**src/rtl/rgbled_pkg.sv**
```systemverilog
`default_nettype none

package rgbled_pkg;

  localparam int TABLE_BYTES_DEF = 30;
  localparam int OFFSET_STEP_DEF = 3;

  typedef enum logic [1:0] {
    KIND_WRITE = 2'd0,
    KIND_START = 2'd1,
    KIND_TICK  = 2'd2
  } kind_t;

  localparam logic [1:0] CFG_ONE_HIGH  = 2'd0;
  localparam logic [1:0] CFG_ZERO_HIGH = 2'd1;
  localparam logic [1:0] CFG_BIT_SLOTS = 2'd2;

  localparam logic [3:0] ONE_HIGH_RST  = 4'd6;
  localparam logic [3:0] ZERO_HIGH_RST = 4'd4;
  localparam logic [4:0] BIT_SLOTS_RST = 5'd10;

  localparam logic [4:0] BIT_SLOTS_MIN = 5'd2;
  localparam logic [4:0] BIT_SLOTS_MAX = 5'd16;

endpackage

`default_nettype wire

```
**src/rtl/rgb_led_serial_frame_sender.sv**
```systemverilog
`default_nettype none

// LED strip frame sender. Write requests load a table of TABLE_BYTES colour bytes
// (green, red, blue per LED), a start request begins a frame and every tick request is
// one slot of the serial line. A new request is taken every cycle unless the output
// register holds a result not yet taken by out_ready: the result goes into that register,
// and the table byte for the next slot is read from the table memory, with a write to
// that same entry forwarded, into a read register in the same cycle. A frame walks the
// whole table from the start offset, which moves on by OFFSET_STEP after each frame,
// or back to zero past the end. Table entries must be written before a frame reads them.
module rgb_led_serial_frame_sender #(
  parameter int TABLE_BYTES = rgbled_pkg::TABLE_BYTES_DEF,
  parameter int OFFSET_STEP = rgbled_pkg::OFFSET_STEP_DEF
) (
  input  wire logic       clk,
  input  wire logic       rst,
  input  wire logic       cfg_we,
  input  wire logic [1:0] cfg_index,
  input  wire logic [4:0] cfg_data,
  input  wire logic       in_valid,
  output logic            in_ready,
  input  wire logic [1:0] kind,
  input  wire logic [4:0] entry_index,
  input  wire logic [7:0] entry_value,
  output logic            out_valid,
  input  wire logic       out_ready,
  output logic            line_level,
  output logic            sending,
  output logic            frame_done
);

  localparam int AW = $clog2(TABLE_BYTES);
  localparam int SW = $clog2(TABLE_BYTES + OFFSET_STEP + 1);
  localparam logic [AW-1:0] LAST = AW'(TABLE_BYTES - 1);

  logic [7:0] colour_table [TABLE_BYTES];

  logic [3:0] one_high;
  logic [3:0] zero_high;
  logic [4:0] bit_slots;

  logic [AW-1:0] start_offset, start_offset_next;
  logic [AW-1:0] byte_count, byte_count_next;
  logic [AW-1:0] pos, pos_next;
  logic [2:0]    bit_position, bit_position_next;
  logic [3:0]    slot_count, slot_count_next;
  logic          busy, busy_next;
  logic [7:0]    rd_data;

  logic          accept;
  logic          mem_we;
  logic [AW-1:0] mem_addr;
  logic          line_next, sending_next, done_next;
  logic [4:0]    bit_len;
  logic [4:0]    slot_inc;
  logic [3:0]    high;
  logic          cur_bit;
  logic [SW-1:0] offset_sum;

  assign in_ready = !out_valid || out_ready;
  assign accept   = in_valid && in_ready;
  assign mem_addr = AW'(entry_index);

  always_comb begin
    if (bit_slots < rgbled_pkg::BIT_SLOTS_MIN) begin
      bit_len = rgbled_pkg::BIT_SLOTS_MIN;
    end else if (bit_slots > rgbled_pkg::BIT_SLOTS_MAX) begin
      bit_len = rgbled_pkg::BIT_SLOTS_MAX;
    end else begin
      bit_len = bit_slots;
    end
  end

  always_comb begin
    start_offset_next = start_offset;
    byte_count_next   = byte_count;
    pos_next          = pos;
    bit_position_next = bit_position;
    slot_count_next   = slot_count;
    busy_next         = busy;
    mem_we            = 1'b0;
    line_next         = 1'b0;
    done_next         = 1'b0;
    sending_next      = busy;
    cur_bit           = rd_data[3'd7 - bit_position];
    high              = cur_bit ? one_high : zero_high;
    slot_inc          = {1'b0, slot_count} + 5'd1;
    offset_sum        = SW'(start_offset) + SW'(OFFSET_STEP);
    if (accept) begin
      case (rgbled_pkg::kind_t'(kind))
        rgbled_pkg::KIND_WRITE: begin
          mem_we = 32'(entry_index) < 32'(TABLE_BYTES);
        end
        rgbled_pkg::KIND_START: begin
          sending_next = 1'b1;
          if (!busy) begin
            busy_next         = 1'b1;
            byte_count_next   = '0;
            bit_position_next = '0;
            slot_count_next   = '0;
            pos_next          = start_offset;
          end
        end
        rgbled_pkg::KIND_TICK: begin
          if (busy) begin
            sending_next = 1'b1;
            line_next    = slot_count < high;
            if (slot_inc >= bit_len) begin
              slot_count_next = '0;
              if (bit_position == 3'd7) begin
                bit_position_next = '0;
                if (byte_count == LAST) begin
                  // end of frame, move the start offset on
                  byte_count_next = '0;
                  busy_next       = 1'b0;
                  done_next       = 1'b1;
                  if (offset_sum >= SW'(TABLE_BYTES)) begin
                    start_offset_next = '0;
                  end else begin
                    start_offset_next = AW'(offset_sum);
                  end
                  pos_next = start_offset_next;
                end else begin
                  byte_count_next = byte_count + AW'(1);
                  pos_next        = (pos == LAST) ? '0 : pos + AW'(1);
                end
              end else begin
                bit_position_next = bit_position + 3'd1;
              end
            end else begin
              slot_count_next = slot_inc[3:0];
            end
          end
        end
        default: begin
        end
      endcase
    end
  end

  // table memory, read register always holds the byte at the next position
  always_ff @(posedge clk) begin
    if (mem_we) begin
      colour_table[mem_addr] <= entry_value;
    end
    if (mem_we && mem_addr == pos_next) begin
      rd_data <= entry_value;
    end else begin
      rd_data <= colour_table[pos_next];
    end
  end

  always_ff @(posedge clk) begin
    if (rst) begin
      one_high  <= rgbled_pkg::ONE_HIGH_RST;
      zero_high <= rgbled_pkg::ZERO_HIGH_RST;
      bit_slots <= rgbled_pkg::BIT_SLOTS_RST;
    end else if (cfg_we) begin
      case (cfg_index)
        rgbled_pkg::CFG_ONE_HIGH:  one_high  <= cfg_data[3:0];
        rgbled_pkg::CFG_ZERO_HIGH: zero_high <= cfg_data[3:0];
        rgbled_pkg::CFG_BIT_SLOTS: bit_slots <= cfg_data;
        default: begin
        end
      endcase
    end
  end

  always_ff @(posedge clk) begin
    if (rst) begin
      start_offset <= '0;
      byte_count   <= '0;
      pos          <= '0;
      bit_position <= '0;
      slot_count   <= '0;
      busy         <= 1'b0;
      out_valid    <= 1'b0;
    end else begin
      start_offset <= start_offset_next;
      byte_count   <= byte_count_next;
      pos          <= pos_next;
      bit_position <= bit_position_next;
      slot_count   <= slot_count_next;
      busy         <= busy_next;
      if (accept) begin
        out_valid <= 1'b1;
      end else if (out_ready) begin
        out_valid <= 1'b0;
      end
    end
  end

  always_ff @(posedge clk) begin
    if (accept) begin
      line_level <= line_next;
      sending    <= sending_next;
      frame_done <= done_next;
    end
  end

endmodule

`default_nettype wire

```
**config.mk**
```make
export PLATFORM = sky130hd
export DESIGN_NAME = rgb_led_serial_frame_sender
export DESIGN_NICKNAME = d
export VERILOG_FILES = /design/src/rtl/rgbled_pkg.sv /design/src/rtl/rgb_led_serial_frame_sender.sv
export SDC_FILE = /design/constraint.sdc
export NUM_CORES = 1
export LEC_CHECK = 0
export ABC_AREA = 0
export BUFFER_PORTS_ARGS = -buffer_cell sky130_fd_sc_hd__buf_2
export CAP_MARGIN = 20
export CORE_MARGIN = 2
export CORE_UTILIZATION = 45
export DETAILED_ROUTE_END_ITERATION = 10
export PLACE_DENSITY = 0.66
export SLEW_MARGIN = 20
export SYNTH_ARGS = -nofsm -noshare
export SYNTH_HDL_FRONTEND = slang
export SYNTH_SLANG_ARGS = --single-unit
```
**constraint.sdc**
```tcl
create_clock -name clk -period 9.3 [get_ports clk]
set_input_delay 1.395 -clock clk [delete_from_list [all_inputs] [get_ports clk]]
set_output_delay 1.395 -clock clk [all_outputs]
set_load 0.01 [all_outputs]
```
==> impl_results.html, run 1 <==
<table>
<tr><th>Metric</th><th>Value</th></tr>
<tr><th colspan="2">Detailed routing</th></tr>
<tr><td>1st-iter DRT viols</td><td>649</td></tr>
<tr><td>ANT nets after route</td><td>0</td></tr>
<tr><td>Detailed-route via count</td><td>6733</td></tr>
<tr><td>Met1 routed wirelength after detailed routing</td><td>11400 µm</td></tr>
<tr><td>DRC errors left</td><td>0</td></tr>
<tr><td>Highest layer used for signal routing</td><td>met4</td></tr>
<tr><td>Routed met3 length</td><td>1570 µm</td></tr>
<tr><td>Router iterations before antenna repair</td><td>5</td></tr>
<tr><td>Total wire length after detailed routing</td><td>25200 µm</td></tr>
<tr><td>Average wire length per cell after detail routing</td><td>22.1 µm</td></tr>
<tr><td>Vias per inst</td><td>5.90</td></tr>
<tr><td>Length of routed met2 wiring</td><td>11600 µm</td></tr>
<tr><th colspan="2">Place</th></tr>
<tr><td>Placer congestion estimate</td><td>0.885</td></tr>
<tr><td>Detailed placer's ending HPWL</td><td>15500 µm</td></tr>
<tr><td>DP Area</td><td>12600 µm²</td></tr>
<tr><td>Port-buffer cells</td><td>31</td></tr>
<tr><th colspan="2">Floorplan</th></tr>
<tr><td>Row count</td><td>59</td></tr>
<tr><td>Die extent in x</td><td>168 µm</td></tr>
<tr><td>Die area</td><td>28200 µm²</td></tr>
<tr><td>Core Area</td><td>26200 µm²</td></tr>
<tr><td>Ports</td><td>32</td></tr>
<tr><td>Initial standard-cell utilization of the core</td><td>46.1%</td></tr>
<tr><td>Die Y</td><td>168 µm</td></tr>
<tr><th colspan="2">Layout</th></tr>
<tr><td>Nets@finish</td><td>831</td></tr>
<tr><td>Area Growth Syn to Fin</td><td>12.2%</td></tr>
<tr><td>Commonest cells after routing, fill and taps aside</td><td>edfxtp_1 (243), nor2_1 (61), mux4_2 (52)</td></tr>
<tr><td>Commonest non-fill, non-tap cell in the layout</td><td>edfxtp_1</td></tr>
<tr><td>Area of all placed cells without fillers</td><td>13600 µm²</td></tr>
<tr><td>Share of post-route cells with drive strength above 1</td><td>19.5%</td></tr>
<tr><td>Core Util, Final</td><td>51.8%</td></tr>
<tr><td>Diode insertion count for antenna repair</td><td>0</td></tr>
<tr><th colspan="2">Pwr</th></tr>
<tr><td>Sw frac</td><td>19.9%</td></tr>
<tr><td>Sum of internal, switching and leakage power</td><td>2680 µW</td></tr>
<tr><td>Portion of total power attributed to the clock network</td><td>45.7%</td></tr>
<tr><td>Standby leakage power</td><td>0.00436 µW</td></tr>
<tr><td>Peak ir drop on the vdd network</td><td>0.160 mV</td></tr>
<tr><td>Combinational power share</td><td>2.3%</td></tr>
<tr><td>Pwr dens</td><td>198 nW/µm²</td></tr>
<tr><td>Part of the power in registers</td><td>52.0%</td></tr>
<tr><td>Switching power</td><td>535 µW</td></tr>
<tr><td>Int Power</td><td>2150 µW</td></tr>
<tr><th colspan="2">Synth</th></tr>
<tr><td>Number of flip-flops and latches in the synthesized netlist</td><td>285</td></tr>
<tr><td>Gate Count Post-Synth</td><td>748</td></tr>
<tr><td>Mean instance size in the synthesized netlist</td><td>16.2 µm²</td></tr>
<tr><td>Synthesized netlist net count</td><td>795</td></tr>
<tr><td>Main synth FF type</td><td>edfxtp_1</td></tr>
<tr><td>Post-Syn Area</td><td>12100 µm²</td></tr>
<tr><td>Fraction of the yosys area taken by sequential cells</td><td>67.3%</td></tr>
<tr><td>Share of synthesized registers carrying an async set or reset</td><td>0%</td></tr>
<tr><td>Ys Warns</td><td>0</td></tr>
<tr><td>Netlist cell types</td><td>60</td></tr>
<tr><td>Count of flip-flops with a built-in enable after synthesis</td><td>243</td></tr>
<tr><th colspan="2">Clocking</th></tr>
<tr><td>Master cell of the clock root buffer</td><td>clkbuf_16</td></tr>
<tr><td>Number of resized instances in the post-cts repair step</td><td>0</td></tr>
<tr><td>Number of CTS-inserted buffers</td><td>29</td></tr>
<tr><td>Clock tree from TritonCTS</td><td>yes</td></tr>
<tr><td>CTS H-tree depth</td><td>1</td></tr>
<tr><td>Number of clock sinks</td><td>285</td></tr>
<tr><td>Latest clock arrival within the worst-skew pair</td><td>0.57 ns</td></tr>
<tr><td>Max Buffers Root-to-Sink</td><td>3</td></tr>
<tr><td>Number of buffers added to fix hold violations after cts</td><td>0</td></tr>
<tr><td>CTS clk-pin slew, worst paths</td><td>0.06 ns</td></tr>
<tr><td>Buffers inserted by post-CTS timing repair</td><td>0</td></tr>
<tr><th colspan="2">Global routing</th></tr>
<tr><td>Vias in the first global route</td><td>6631</td></tr>
<tr><td>First-pass GRT wire length</td><td>39300 µm</td></tr>
<tr><td>Global-route usage over all layers</td><td>18.2%</td></tr>
<tr><td>Antenna violations before repair</td><td>0</td></tr>
<tr><td>Global-route congestion overflow total</td><td>0</td></tr>
<tr><td>Pin count of the biggest net entering global routing</td><td>56</td></tr>
<tr><th colspan="2">Worst setup path</th></tr>
<tr><td>Worst EP arrival</td><td>4.88 ns</td></tr>
<tr><td>Reg2Reg Depth</td><td>13</td></tr>
<tr><td>Crit-path max FO</td><td>33</td></tr>
<tr><td>Crit path kind</td><td>reg -&gt; reg</td></tr>
<tr><td>Kind of launch point of the worst setup path</td><td>flop</td></tr>
<tr><td>CP Data Required Time</td><td>9.72 ns</td></tr>
<tr><td>Type of destination of the critical path</td><td>flop</td></tr>
<tr><th colspan="2">Worst hold path</th></tr>
<tr><td>Number of instances on the worst hold path</td><td>1</td></tr>
<tr><td>Hold Crit Class</td><td>reg -&gt; reg</td></tr>
<tr><th colspan="2">Timing</th></tr>
<tr><td>Final critical-path required period</td><td>4.46 ns</td></tr>
<tr><td>Unrepaired setup endpoints after global routing</td><td>false</td></tr>
<tr><td>Peak clock frequency supported by timing</td><td>224 MHz</td></tr>
<tr><td>Headroom to the max-slew limit</td><td>33.2%</td></tr>
<tr><td>Number of failing setup endpoints in the final timing report</td><td>0</td></tr>
<tr><td>Period utilisation layout</td><td>47.9%</td></tr>
<tr><td>Pin slew with the least headroom to its limit</td><td>0.998 ns</td></tr>
<tr><td>Total negative setup slack</td><td>0 ns</td></tr>
<tr><td>Endpoints failing hold</td><td>0</td></tr>
<tr><td>Pins over their slew limit</td><td>0</td></tr>
<tr><td>Post-Route Skew</td><td>0.0215 ns</td></tr>
<tr><th colspan="2">Status</th></tr>
<tr><td>Status</td><td>finished clean</td></tr>
<tr><th colspan="2">Run</th></tr>
<tr><td>Max-capacitance violation count</td><td>0</td></tr>
</table>
Yosys cell counts, types with 3 or more instances:
cell,instances,area share (%)
a211o_1,5,0.36
a21o_1,5,0.31
a21oi_1,21,0.87
a22oi_1,10,0.62
a31oi_1,8,0.41
and3_1,5,0.26
buf_1,3,0.093
buf_2,7,0.29
buf_4,5,0.31
buf_6,3,0.28
clkbuf_1,14,0.43
dfxtp_1,42,7.0
edfxtp_1,243,60
ha_1,20,2.1
inv_1,17,0.53
mux2_1,3,0.28
mux2_2,8,0.75
mux2i_1,29,2.4
mux4_1,6,1.3
mux4_2,52,9.7
nand2_1,34,1.1
nand2b_1,9,0.47
nand3_1,16,0.66
nand3b_1,5,0.31
nand4_1,9,0.47
nor2_1,61,1.9
nor2b_1,15,0.78
nor3_1,3,0.12
nor3b_1,3,0.19
nor4_1,8,0.41
o21ai_0,11,0.46
o22ai_1,9,0.47
o31ai_1,9,0.56
o41ai_1,5,0.36
or2_2,5,0.26
or3b_2,4,0.29
xor2_1,3,0.22
state kept, by name, indices dropped and copies added, names as in the netlist, named ones only:
name          flops
bit_position      3
bit_slots         5
busy              1
byte_count        5
colour_table    240
frame_done        1
line_level        1
one_high          4
out_valid         1
pos               5
sending           1
slot_count        4
start_offset      5
zero_high         4
metrics by stage:
step | hold slack (ns) | cells | setup WS [ns]
final | 0.471 | 1142 | 4.84
after global routing | 0.499 | 1142 | 4.54
after CTS | 0.471 | 1142 | 4.79
after detailed placement | 0.454 | 1088 | 4.81
after global placement | 0.467 | 1088 | 4.93
after floorplan | 0.435 | 748 | 5.78
cell type report:
cell class                 count  area, µm²
clock buffer                  33        741
clock inverter                21        268
fill                        2113      12600
inverter                      17       63.8
multi-input combinational    414       3730
sequential                   285       8140
tap                          335        419
timing repair buffer          37        200
layer usage:
metal  up-vias  track usage (%)
li1       3064                -
met5         -                0
met1      3402             26.3
met4         0             5.03
met3        48             3.50
met2       219             28.4
kinds of logic after synthesis:
group	Yosys count	synth area share, %
compound gates	101	5.81
xor+xnor	5	0.362
fa+ha+maj	20	2.07
buf+inv	49	1.94
flops	285	67.3
mux	99	14.5
simple gates	189	7.97
worst paths after layout:
path / slack, ns / start / end
max: 4.84 / flop / line_level$_SDFFCE_PN0P_
min: 0.47 / zero_high[2]$_SDFFE_PP1P_ / zero_high[2]$_SDFFE_PP1P_
max reg2reg: 4.84 / flop / line_level$_SDFFCE_PN0P_
min reg2reg: 0.47 / zero_high[2]$_SDFFE_PP1P_ / zero_high[2]$_SDFFE_PP1P_
critical path, stage by stage, from the launching register on:
cell and delay (ns):
dfxtp_4 0.63, buf_4 0.60, mux4_2 0.57, mux4_2 0.50, o21ai_0 0.18, a31oi_1 0.06, a32o_1 0.26, a211oi_4 0.35
mux2i_1 0.24, ha_1 0.26, a21oi_1 0.13, nor2b_1 0.08, nor4_1 0.22, a22o_1 0.19
power groups by stage:
| stage | logic [µW] | clock network (µW) | registers, µW |
|---|---|---|---|
| 2_1_floorplan | 27.8 | 0 | 1420 |
| 3_3_place_gp | 60.1 | 0 | 1420 |
| 3_5_place_dp | 61.5 | 0 | 1420 |
| 4_1_cts | 61.6 | 1240 | 1390 |
| 5_1_grt | 68.9 | 1290 | 1390 |
| 6_report | 61.6 | 1220 | 1390 |
Power figures use the tool's default switching activity.
==> inputs of run 2 (changes only) <==
--- a/config.mk
+++ b/config.mk
@@ -5,13 +5,13 @@
 export SDC_FILE = /design/constraint.sdc
 export NUM_CORES = 1
 export LEC_CHECK = 0
-export ABC_AREA = 0
+export ABC_AREA = 1
 export BUFFER_PORTS_ARGS = -buffer_cell sky130_fd_sc_hd__buf_2
 export CAP_MARGIN = 20
 export CORE_MARGIN = 2
 export CORE_UTILIZATION = 45
 export DETAILED_ROUTE_END_ITERATION = 10
-export PLACE_DENSITY = 0.66
+export PLACE_DENSITY = 0.68
 export SLEW_MARGIN = 20
 export SYNTH_ARGS = -nofsm -noshare
 export SYNTH_HDL_FRONTEND = slang
==> constraint.sdc (replaced) <==
create_clock -name clk -period 4.1 [get_ports clk]
set_input_delay 0.615 -clock clk [delete_from_list [all_inputs] [get_ports clk]]
set_output_delay 0.615 -clock clk [all_outputs]
set_load 0.01 [all_outputs]
==> run 2 against run 1 <==
Setup slack got worse by 4.2 ns. Clock skew increased by 0.0043 ns. Flip-flop and latch count unchanged. Utilization decreased by 0.96 points. Final area increased by 1.2%. Count of clock-buffer cells in the layout decreased by 3. Via count increased by 27%. First-iteration DRC count increased by 16%. Power increased by 150%. Synthesized area increased by 2.8%. Fmax increased by 29%.
==> impl_results.html, run 2 <==
<table>
<tr><th>Metric</th><th>Value</th></tr>
<tr><th colspan="2">Worst setup path</th></tr>
<tr><td>Kind of launch point of the worst setup path</td><td>flop</td></tr>
<tr><td>Worst EP arrival</td><td>3.84 ns</td></tr>
<tr><td>Delay contributed by the slowest stage of the critical path</td><td>0.49 ns</td></tr>
<tr><td>Type of destination of the critical path</td><td>flop</td></tr>
<tr><td>Count of buffering cells on the critical path with inverters included</td><td>2</td></tr>
<tr><td>CP Data Required Time</td><td>4.49 ns</td></tr>
<tr><td>Most frequent cell on the critical path</td><td>nand3_1</td></tr>
<tr><td>Ordered cell list for the critical path</td><td>clkinv_2, buf_4, nand2_1, nand3_1, nand3_1, nand3_1, nand3_1, nand3_1, nand3_1, nand3_2, nand2_4, mux2i_1, ha_1, a2111o_1, a21oi_2</td></tr>
<tr><td>CP top delay family</td><td>simple AND/OR/NAND/NOR gates</td></tr>
<tr><td>Crit path kind</td><td>reg -&gt; reg</td></tr>
<tr><td>Crit-path max FO</td><td>38</td></tr>
<tr><td>Cell at the slowest stage of the critical path</td><td>dfxtp_4</td></tr>
<tr><th colspan="2">Layout</th></tr>
<tr><td>Largest register FFs</td><td>240</td></tr>
<tr><td>Area of all placed cells without fillers</td><td>13700 µm²</td></tr>
<tr><td>Commonest cells after routing, fill and taps aside</td><td>nand2_1 (319), edfxtp_1 (243), nand3_1 (214)</td></tr>
<tr><td>Area Growth Syn to Fin</td><td>10.5%</td></tr>
<tr><td>Diode insertion count for antenna repair</td><td>0</td></tr>
<tr><td>Nets@finish</td><td>1248</td></tr>
<tr><td>Commonest non-fill, non-tap cell in the layout</td><td>nand2_1</td></tr>
<tr><td>Largest register by flop count</td><td>colour_table</td></tr>
<tr><td>Share of post-route cells with drive strength above 1</td><td>8.19%</td></tr>
<tr><td>Core Util, Final</td><td>50.8%</td></tr>
<tr><th colspan="2">Place</th></tr>
<tr><td>Detailed placer's ending HPWL</td><td>17500 µm</td></tr>
<tr><td>Placer congestion estimate</td><td>0.865</td></tr>
<tr><td>DP Area</td><td>12800 µm²</td></tr>
<tr><td>Port-buffer cells</td><td>31</td></tr>
<tr><th colspan="2">Synth</th></tr>
<tr><td>Fraction of the yosys area taken by sequential cells</td><td>65.5%</td></tr>
<tr><td>Largest cells by area after synthesis</td><td>edfxtp_1 (59%), nand2_1 (9.6%), nand3_1 (8.6%), dfxtp_1 (6.8%), inv_1 (2.1%)</td></tr>
<tr><td>Most common cell in the synthesized netlist</td><td>nand2_1</td></tr>
<tr><td>Post-Syn Area</td><td>12400 µm²</td></tr>
<tr><td>Netlist cell types</td><td>40</td></tr>
<tr><td>Area fraction in and, or, nand and nor cells after synthesis</td><td>21.9%</td></tr>
<tr><td>Gate Count Post-Synth</td><td>1186</td></tr>
<tr><td>Ys Warns</td><td>0</td></tr>
<tr><td>Most area-hungry cell type in the Yosys netlist</td><td>edfxtp_1</td></tr>
<tr><td>Multiplexer share of the synthesized area</td><td>0.242%</td></tr>
<tr><td>Synthesized netlist net count</td><td>1233</td></tr>
<tr><td>Area share of xor/xnor cells in the synthesized design</td><td>0.705%</td></tr>
<tr><td>Main synth FF type</td><td>edfxtp_1</td></tr>
<tr><td>Area share of the largest cell type after synthesis</td><td>58.7%</td></tr>
<tr><td>Number of flip-flops and latches in the synthesized netlist</td><td>285</td></tr>
<tr><td>Count of flip-flops with a built-in enable after synthesis</td><td>243</td></tr>
<tr><td>Adder-Cell Fraction of Synth Area</td><td>2.01%</td></tr>
<tr><td>Area fraction in compound gates after synthesis</td><td>4.65%</td></tr>
<tr><td>Share of synthesized registers carrying an async set or reset</td><td>0%</td></tr>
<tr><td>Mean instance size in the synthesized netlist</td><td>10.5 µm²</td></tr>
<tr><td>Leading post-synthesis cells by instance count</td><td>nand2_1 (319), edfxtp_1 (243), nand3_1 (214)</td></tr>
<tr><td>Dominant combinational cell family by area after synthesis</td><td>simple AND/OR/NAND/NOR gates</td></tr>
<tr><th colspan="2">Floorplan</th></tr>
<tr><td>Core Area</td><td>27000 µm²</td></tr>
<tr><td>Die extent in x</td><td>170 µm</td></tr>
<tr><td>Row count</td><td>60</td></tr>
<tr><td>Ports</td><td>32</td></tr>
<tr><td>Die area</td><td>29000 µm²</td></tr>
<tr><td>Die Y</td><td>170 µm</td></tr>
<tr><td>Initial standard-cell utilization of the core</td><td>46.0%</td></tr>
<tr><th colspan="2">Clocking</th></tr>
<tr><td>Number of buffers added to fix hold violations after cts</td><td>0</td></tr>
<tr><td>Number of resized instances in the post-cts repair step</td><td>0</td></tr>
<tr><td>CTS H-tree depth</td><td>1</td></tr>
<tr><td>Number of clock sinks</td><td>285</td></tr>
<tr><td>CTS clk-pin slew, worst paths</td><td>0.07 ns</td></tr>
<tr><td>Clock tree from TritonCTS</td><td>yes</td></tr>
<tr><td>Number of CTS-inserted buffers</td><td>28</td></tr>
<tr><td>Latest clock arrival within the worst-skew pair</td><td>0.55 ns</td></tr>
<tr><td>Max Buffers Root-to-Sink</td><td>3</td></tr>
<tr><td>Master cell of the clock root buffer</td><td>clkbuf_16</td></tr>
<tr><td>Buffers inserted by post-CTS timing repair</td><td>0</td></tr>
<tr><th colspan="2">Timing</th></tr>
<tr><td>Pins over their slew limit</td><td>0</td></tr>
<tr><td>Final critical-path required period</td><td>3.45 ns</td></tr>
<tr><td>Peak clock frequency supported by timing</td><td>290 MHz</td></tr>
<tr><td>Headroom to the max-slew limit</td><td>33.1%</td></tr>
<tr><td>Pin slew with the least headroom to its limit</td><td>1.00 ns</td></tr>
<tr><td>Endpoints failing hold</td><td>0</td></tr>
<tr><td>Period utilisation layout</td><td>84.1%</td></tr>
<tr><td>Number of failing setup endpoints in the final timing report</td><td>0</td></tr>
<tr><td>Total negative setup slack</td><td>0 ns</td></tr>
<tr><td>Post-Route Skew</td><td>0.0259 ns</td></tr>
<tr><td>Unrepaired setup endpoints after global routing</td><td>false</td></tr>
<tr><th colspan="2">Global routing</th></tr>
<tr><td>Global-route congestion overflow total</td><td>0</td></tr>
<tr><td>Vias in the first global route</td><td>8091</td></tr>
<tr><td>Pin count of the biggest net entering global routing</td><td>60</td></tr>
<tr><td>Global-route usage over all layers</td><td>19.8%</td></tr>
<tr><td>First-pass GRT wire length</td><td>44400 µm</td></tr>
<tr><td>Antenna violations before repair</td><td>0</td></tr>
<tr><th colspan="2">Pwr</th></tr>
<tr><td>Standby leakage power</td><td>0.00514 µW</td></tr>
<tr><td>Pwr dens</td><td>480 nW/µm²</td></tr>
<tr><td>Part of the power in registers</td><td>48.6%</td></tr>
<tr><td>Int Power</td><td>4950 µW</td></tr>
<tr><td>Switching power</td><td>1640 µW</td></tr>
<tr><td>Portion of total power attributed to the clock network</td><td>40.3%</td></tr>
<tr><td>Peak ir drop on the vdd network</td><td>0.368 mV</td></tr>
<tr><td>Sw frac</td><td>24.9%</td></tr>
<tr><td>Combinational power share</td><td>11.2%</td></tr>
<tr><th colspan="2">Detailed routing</th></tr>
<tr><td>Detailed-route via count</td><td>8546</td></tr>
<tr><td>Router iterations before antenna repair</td><td>5</td></tr>
<tr><td>ANT nets after route</td><td>0</td></tr>
<tr><td>Total wire length after detailed routing</td><td>28500 µm</td></tr>
<tr><td>Average wire length per cell after detail routing</td><td>18.3 µm</td></tr>
<tr><td>Vias per inst</td><td>5.47</td></tr>
<tr><td>1st-iter DRT viols</td><td>750</td></tr>
<tr><td>DRC errors left</td><td>0</td></tr>
<tr><th colspan="2">Worst hold path</th></tr>
<tr><td>Hold Crit Class</td><td>in -&gt; reg</td></tr>
<tr><th colspan="2">Run</th></tr>
<tr><td>Max-capacitance violation count</td><td>0</td></tr>
<tr><th colspan="2">Status</th></tr>
<tr><td>Status</td><td>finished clean</td></tr>
</table>
run 2: cell types whose count changed in the layout (fill, tap and decap cells not counted), sizes merged, moves of 15 or more:
cell	before	now
nor2b	15	0
a21oi	21	52
mux4	58	0
mux2i	29	3
nand2	34	320
nand3	16	216
inv	18	75
o21ai	12	37
run 2: stage by stage:
| step | cells | hold slack, ns | total power (µW) | setup WS (ns) |
|---|---|---|---|---|
| after CTS | 1562 | 0.306 | 6600 | 0.645 |
| after global routing | 1562 | 0.335 | 6810 | 0.319 |
| after global placement | 1512 | 0.442 | 3980 | 0.767 |
| after floorplan | 1186 | 0.428 | 3780 | 1.57 |
| final | 1562 | 0.327 | 6590 | 0.652 |
| after detailed placement | 1512 | 0.442 | 3990 | 0.680 |
run 2: cells by family (layout without fill, tap and decap cells):
family | Yosys count | in the layout
AOI/OAI and AO/OA | 104 | 104
and+or+nand+nor | 631 | 631
DFF | 285 | 285
adders and majority gates | 20 | 20
buffers and inverters | 133 | 168
muxes | 3 | 3
xor gates and xnor gates | 10 | 10
run 2: cell type report:
class	count	area, µm²
clock buffers	30	708
clock inverters	20	240
well taps	341	427
multi-input cells	768	3660
fillers	2393	13300
flip-flops and latches	285	8140
inverters	76	287
repair buffers	42	263
run 2: path summary, 6_finish.rpt:
check | start | end | slack (ns) | cells past startpoint
min | cfg_data[3] | bit_slots[3]$_SDFFE_PP1P_ | 0.33 | 3
max | flop | line_level$_SDFFCE_PN0P_ | 0.65 | 15
max reg2reg | flop | line_level$_SDFFCE_PN0P_ | 0.65 | 15
min reg2reg | one_high[2]$_SDFFE_PP1P_ | one_high[2]$_SDFFE_PP1P_ | 0.45 | 2
run 2: worst register-to-register path, delay by kind of cell, from the launching register on:
family                   cells  cell delay, ns
AO/OA/AOI/OAI                2            0.48
adder cells (fa/ha/maj)      1            0.26
buffers and inverters        2            0.90
flip-flops                   1            0.49
multiplexers                 1            0.21
AND/OR/NAND/NOR              9            0.95
run 2: metal layers:
metal / vias up / GRT usage (%) / wire, µm
met2: 294 / 32.7 / 13700
met3: 47 / 2.47 / 1840
met1: 4081 / 27.5 / 12300
li1: 4124 / - / -
met5: - / 0 / 0
met4: 0 / 6.09 / 700
run 2: power by group through the flow:
stage | combinational, µW | sequential, µW | clock [µW]
floorplan | 534 | 3240 | 0
global placement | 716 | 3260 | 0
detailed placement | 726 | 3260 | 0
CTS | 731 | 3200 | 2670
global route | 814 | 3200 | 2790
finish | 735 | 3200 | 2650
==> inputs of run 3 (changes only) <==
--- a/config.mk
+++ b/config.mk
@@ -11,7 +11,7 @@
 export CORE_MARGIN = 2
 export CORE_UTILIZATION = 45
 export DETAILED_ROUTE_END_ITERATION = 10
-export PLACE_DENSITY = 0.68
+export PLACE_DENSITY = 0.66
 export SLEW_MARGIN = 20
 export SYNTH_ARGS = -nofsm -noshare
 export SYNTH_HDL_FRONTEND = slang
==> constraint.sdc (replaced) <==
create_clock -name clk -period 3.4 [get_ports clk]
set_input_delay 0.51 -clock clk [delete_from_list [all_inputs] [get_ports clk]]
set_output_delay 0.51 -clock clk [all_outputs]
set_load 0.01 [all_outputs]
==> run 3 against run 2 <==
Final area is 0.77% higher. Critical path depth stayed put. Fmax is 14% higher. Largest cell class unchanged. Non-clock buffer count is 19 higher. Sequential power is 21% higher. Via count is 0.11% higher.
==> impl_results.html, run 3 (synthesis results as in run 2) <==
<table>
<tr><th>Metric</th><th>Value</th></tr>
<tr><th colspan="2">Layout</th></tr>
<tr><td>Area of all placed cells without fillers</td><td>13800 µm²</td></tr>
<tr><td>Share of post-route cells with drive strength above 1</td><td>9.57%</td></tr>
<tr><td>Final-layout fill cell count</td><td>2417</td></tr>
<tr><td>Diode insertion count for antenna repair</td><td>0</td></tr>
<tr><td>Largest register by flop count</td><td>colour_table</td></tr>
<tr><td>Area Growth Syn to Fin</td><td>11.3%</td></tr>
<tr><td>Commonest non-fill, non-tap cell in the layout</td><td>nand2_1</td></tr>
<tr><td>Nets@finish</td><td>1268</td></tr>
<tr><td>Commonest cells after routing, fill and taps aside</td><td>nand2_1 (319), edfxtp_1 (243), nand3_1 (214)</td></tr>
<tr><td>Largest register FFs</td><td>240</td></tr>
<tr><th colspan="2">Global routing</th></tr>
<tr><td>Vias in the first global route</td><td>8172</td></tr>
<tr><td>Antenna violations before repair</td><td>0</td></tr>
<tr><td>Global-route congestion overflow total</td><td>0</td></tr>
<tr><td>Pin count of the biggest net entering global routing</td><td>69</td></tr>
<tr><td>First-pass GRT wire length</td><td>44900 µm</td></tr>
<tr><td>Global-route usage over all layers</td><td>20.0%</td></tr>
<tr><th colspan="2">Floorplan</th></tr>
<tr><td>Row count</td><td>60</td></tr>
<tr><td>Initial standard-cell utilization of the core</td><td>46.0%</td></tr>
<tr><td>Die extent in x</td><td>170 µm</td></tr>
<tr><td>Ports</td><td>32</td></tr>
<tr><td>Core Area</td><td>27000 µm²</td></tr>
<tr><td>Die area</td><td>29000 µm²</td></tr>
<tr><td>Die Y</td><td>170 µm</td></tr>
<tr><th colspan="2">Worst setup path</th></tr>
<tr><td>Crit-path max FO</td><td>65</td></tr>
<tr><td>Most frequent cell on the critical path</td><td>nand3_1</td></tr>
<tr><td>Type of destination of the critical path</td><td>flop</td></tr>
<tr><td>CP top delay family</td><td>simple AND/OR/NAND/NOR gates</td></tr>
<tr><td>CP Data Required Time</td><td>3.81 ns</td></tr>
<tr><td>Ordered cell list for the critical path</td><td>clkinv_2, buf_12, nand2_1, nand3_1, nand3_1, nand3_1, nand3_1, nand3_1, nand3_1, nand3_2, nand2_4, mux2i_1, ha_1, a2111o_1, a21oi_2</td></tr>
<tr><td>Delay contributed by the slowest stage of the critical path</td><td>0.50 ns</td></tr>
<tr><td>Kind of launch point of the worst setup path</td><td>flop</td></tr>
<tr><td>Worst EP arrival</td><td>3.42 ns</td></tr>
<tr><td>Cell at the slowest stage of the critical path</td><td>dfxtp_4</td></tr>
<tr><td>Crit path kind</td><td>reg -&gt; reg</td></tr>
<tr><td>Count of buffering cells on the critical path with inverters included</td><td>2</td></tr>
<tr><th colspan="2">Pwr</th></tr>
<tr><td>Peak ir drop on the vdd network</td><td>0.423 mV</td></tr>
<tr><td>Sum of internal, switching and leakage power</td><td>7710 µW</td></tr>
<tr><td>Pwr dens</td><td>558 nW/µm²</td></tr>
<tr><td>Standby leakage power</td><td>0.00523 µW</td></tr>
<tr><th colspan="2">Clocking</th></tr>
<tr><td>Master cell of the clock root buffer</td><td>clkbuf_16</td></tr>
<tr><td>Number of clock sinks</td><td>285</td></tr>
<tr><td>Number of resized instances in the post-cts repair step</td><td>0</td></tr>
<tr><td>Number of buffers added to fix hold violations after cts</td><td>0</td></tr>
<tr><td>Buffers inserted by post-CTS timing repair</td><td>0</td></tr>
<tr><td>Latest clock arrival within the worst-skew pair</td><td>0.57 ns</td></tr>
<tr><td>Max Buffers Root-to-Sink</td><td>3</td></tr>
<tr><td>CTS clk-pin slew, worst paths</td><td>0.06 ns</td></tr>
<tr><td>Clock tree from TritonCTS</td><td>yes</td></tr>
<tr><td>CTS H-tree depth</td><td>1</td></tr>
<tr><td>Number of CTS-inserted buffers</td><td>29</td></tr>
<tr><th colspan="2">Timing</th></tr>
<tr><td>Endpoints failing hold</td><td>0</td></tr>
<tr><td>Number of failing setup endpoints in the final timing report</td><td>0</td></tr>
<tr><td>Post-Route Skew</td><td>0.0263 ns</td></tr>
<tr><td>Final critical-path required period</td><td>3.01 ns</td></tr>
<tr><td>Headroom to the max-slew limit</td><td>44.3%</td></tr>
<tr><td>Total negative setup slack</td><td>0 ns</td></tr>
<tr><td>Period utilisation layout</td><td>88.6%</td></tr>
<tr><td>Peak clock frequency supported by timing</td><td>332 MHz</td></tr>
<tr><td>Pins over their slew limit</td><td>0</td></tr>
<tr><td>Unrepaired setup endpoints after global routing</td><td>false</td></tr>
<tr><td>Pin slew with the least headroom to its limit</td><td>0.832 ns</td></tr>
<tr><th colspan="2">Worst hold path</th></tr>
<tr><td>Hold_sp</td><td>cfg_data[1]</td></tr>
<tr><td>Hold Crit Class</td><td>in -&gt; reg</td></tr>
<tr><th colspan="2">Detailed routing</th></tr>
<tr><td>1st-iter DRT viols</td><td>731</td></tr>
<tr><td>Total wire length after detailed routing</td><td>28400 µm</td></tr>
<tr><td>Detailed-route via count</td><td>8555</td></tr>
<tr><td>DRC errors left</td><td>0</td></tr>
<tr><td>Vias per inst</td><td>5.40</td></tr>
<tr><td>ANT nets after route</td><td>0</td></tr>
<tr><td>Router iterations before antenna repair</td><td>5</td></tr>
<tr><td>Average wire length per cell after detail routing</td><td>17.9 µm</td></tr>
<tr><th colspan="2">Run</th></tr>
<tr><td>Max-capacitance violation count</td><td>0</td></tr>
<tr><th colspan="2">Place</th></tr>
<tr><td>Detailed placer's ending HPWL</td><td>17600 µm</td></tr>
<tr><td>Port-buffer cells</td><td>31</td></tr>
<tr><td>DP Area</td><td>13000 µm²</td></tr>
<tr><td>Placer congestion estimate</td><td>0.859</td></tr>
<tr><th colspan="2">Status</th></tr>
<tr><td>Status</td><td>finished clean</td></tr>
</table>
run 3: layout make-up:
cell class	instances	area, µm²	area share (%)
flip-flops and latches	285	8140	58.9
multi-input cells	768	3660	26.5
clock buffers	40	790	5.71
repair buffers	61	443	3.20
well taps	341	427	3.08
inverters	76	287	2.07
clock inverters	13	83.8	0.606
run 3: where the power goes:
group | switching [µW] | internal [µW]
Combinational | 628 | 283
Clock | 1310 | 1630
Sequential | 41.9 | 3820
run 3: final timing paths:
path                                                   to  slack [ns]  cells past startpoint
worst max-delay path             line_level$_SDFFCE_PN0P_        0.39                     15
worst min register to register   one_high[1]$_SDFFE_PP1P_        0.46                      2
worst max register to register   line_level$_SDFFCE_PN0P_        0.39                     15
worst min-delay path            bit_slots[1]$_SDFFE_PP1P_        0.22                      3
run 3: layer usage:
| metal | vias to the layer above | track usage, % | share of wire, % | wire length (µm) |
|---|---|---|---|---|
| met3 | 56 | 2.47 | 5.4 | 1520 |
| met2 | 256 | 33.0 | 48 | 13700 |
| met5 | - | 0 | 0 | 0 |
| met1 | 4074 | 27.5 | 44 | 12400 |
| li1 | 4169 | - | - | - |
| met4 | 0 | 6.58 | 2.7 | 760 |
run 3: per-stage QoR:
stage	cells	hold WS (ns)	utilization [%]	setup slack, ns
final	1584	0.216	51.2	0.388
after detailed placement	1531	0.444	48.0	0.414
after global routing	1584	0.218	51.2	0.0236
after global placement	1531	0.446	48.0	0.503
after floorplan	1186	0.428	-	0.875
after CTS	1584	0.200	51.2	0.397
run 3: worst min-delay path: cells and delay by family:
family | cells | cell delay, ns
buf+inv | 1 | 0.11
simple gates | 2 | 0.11
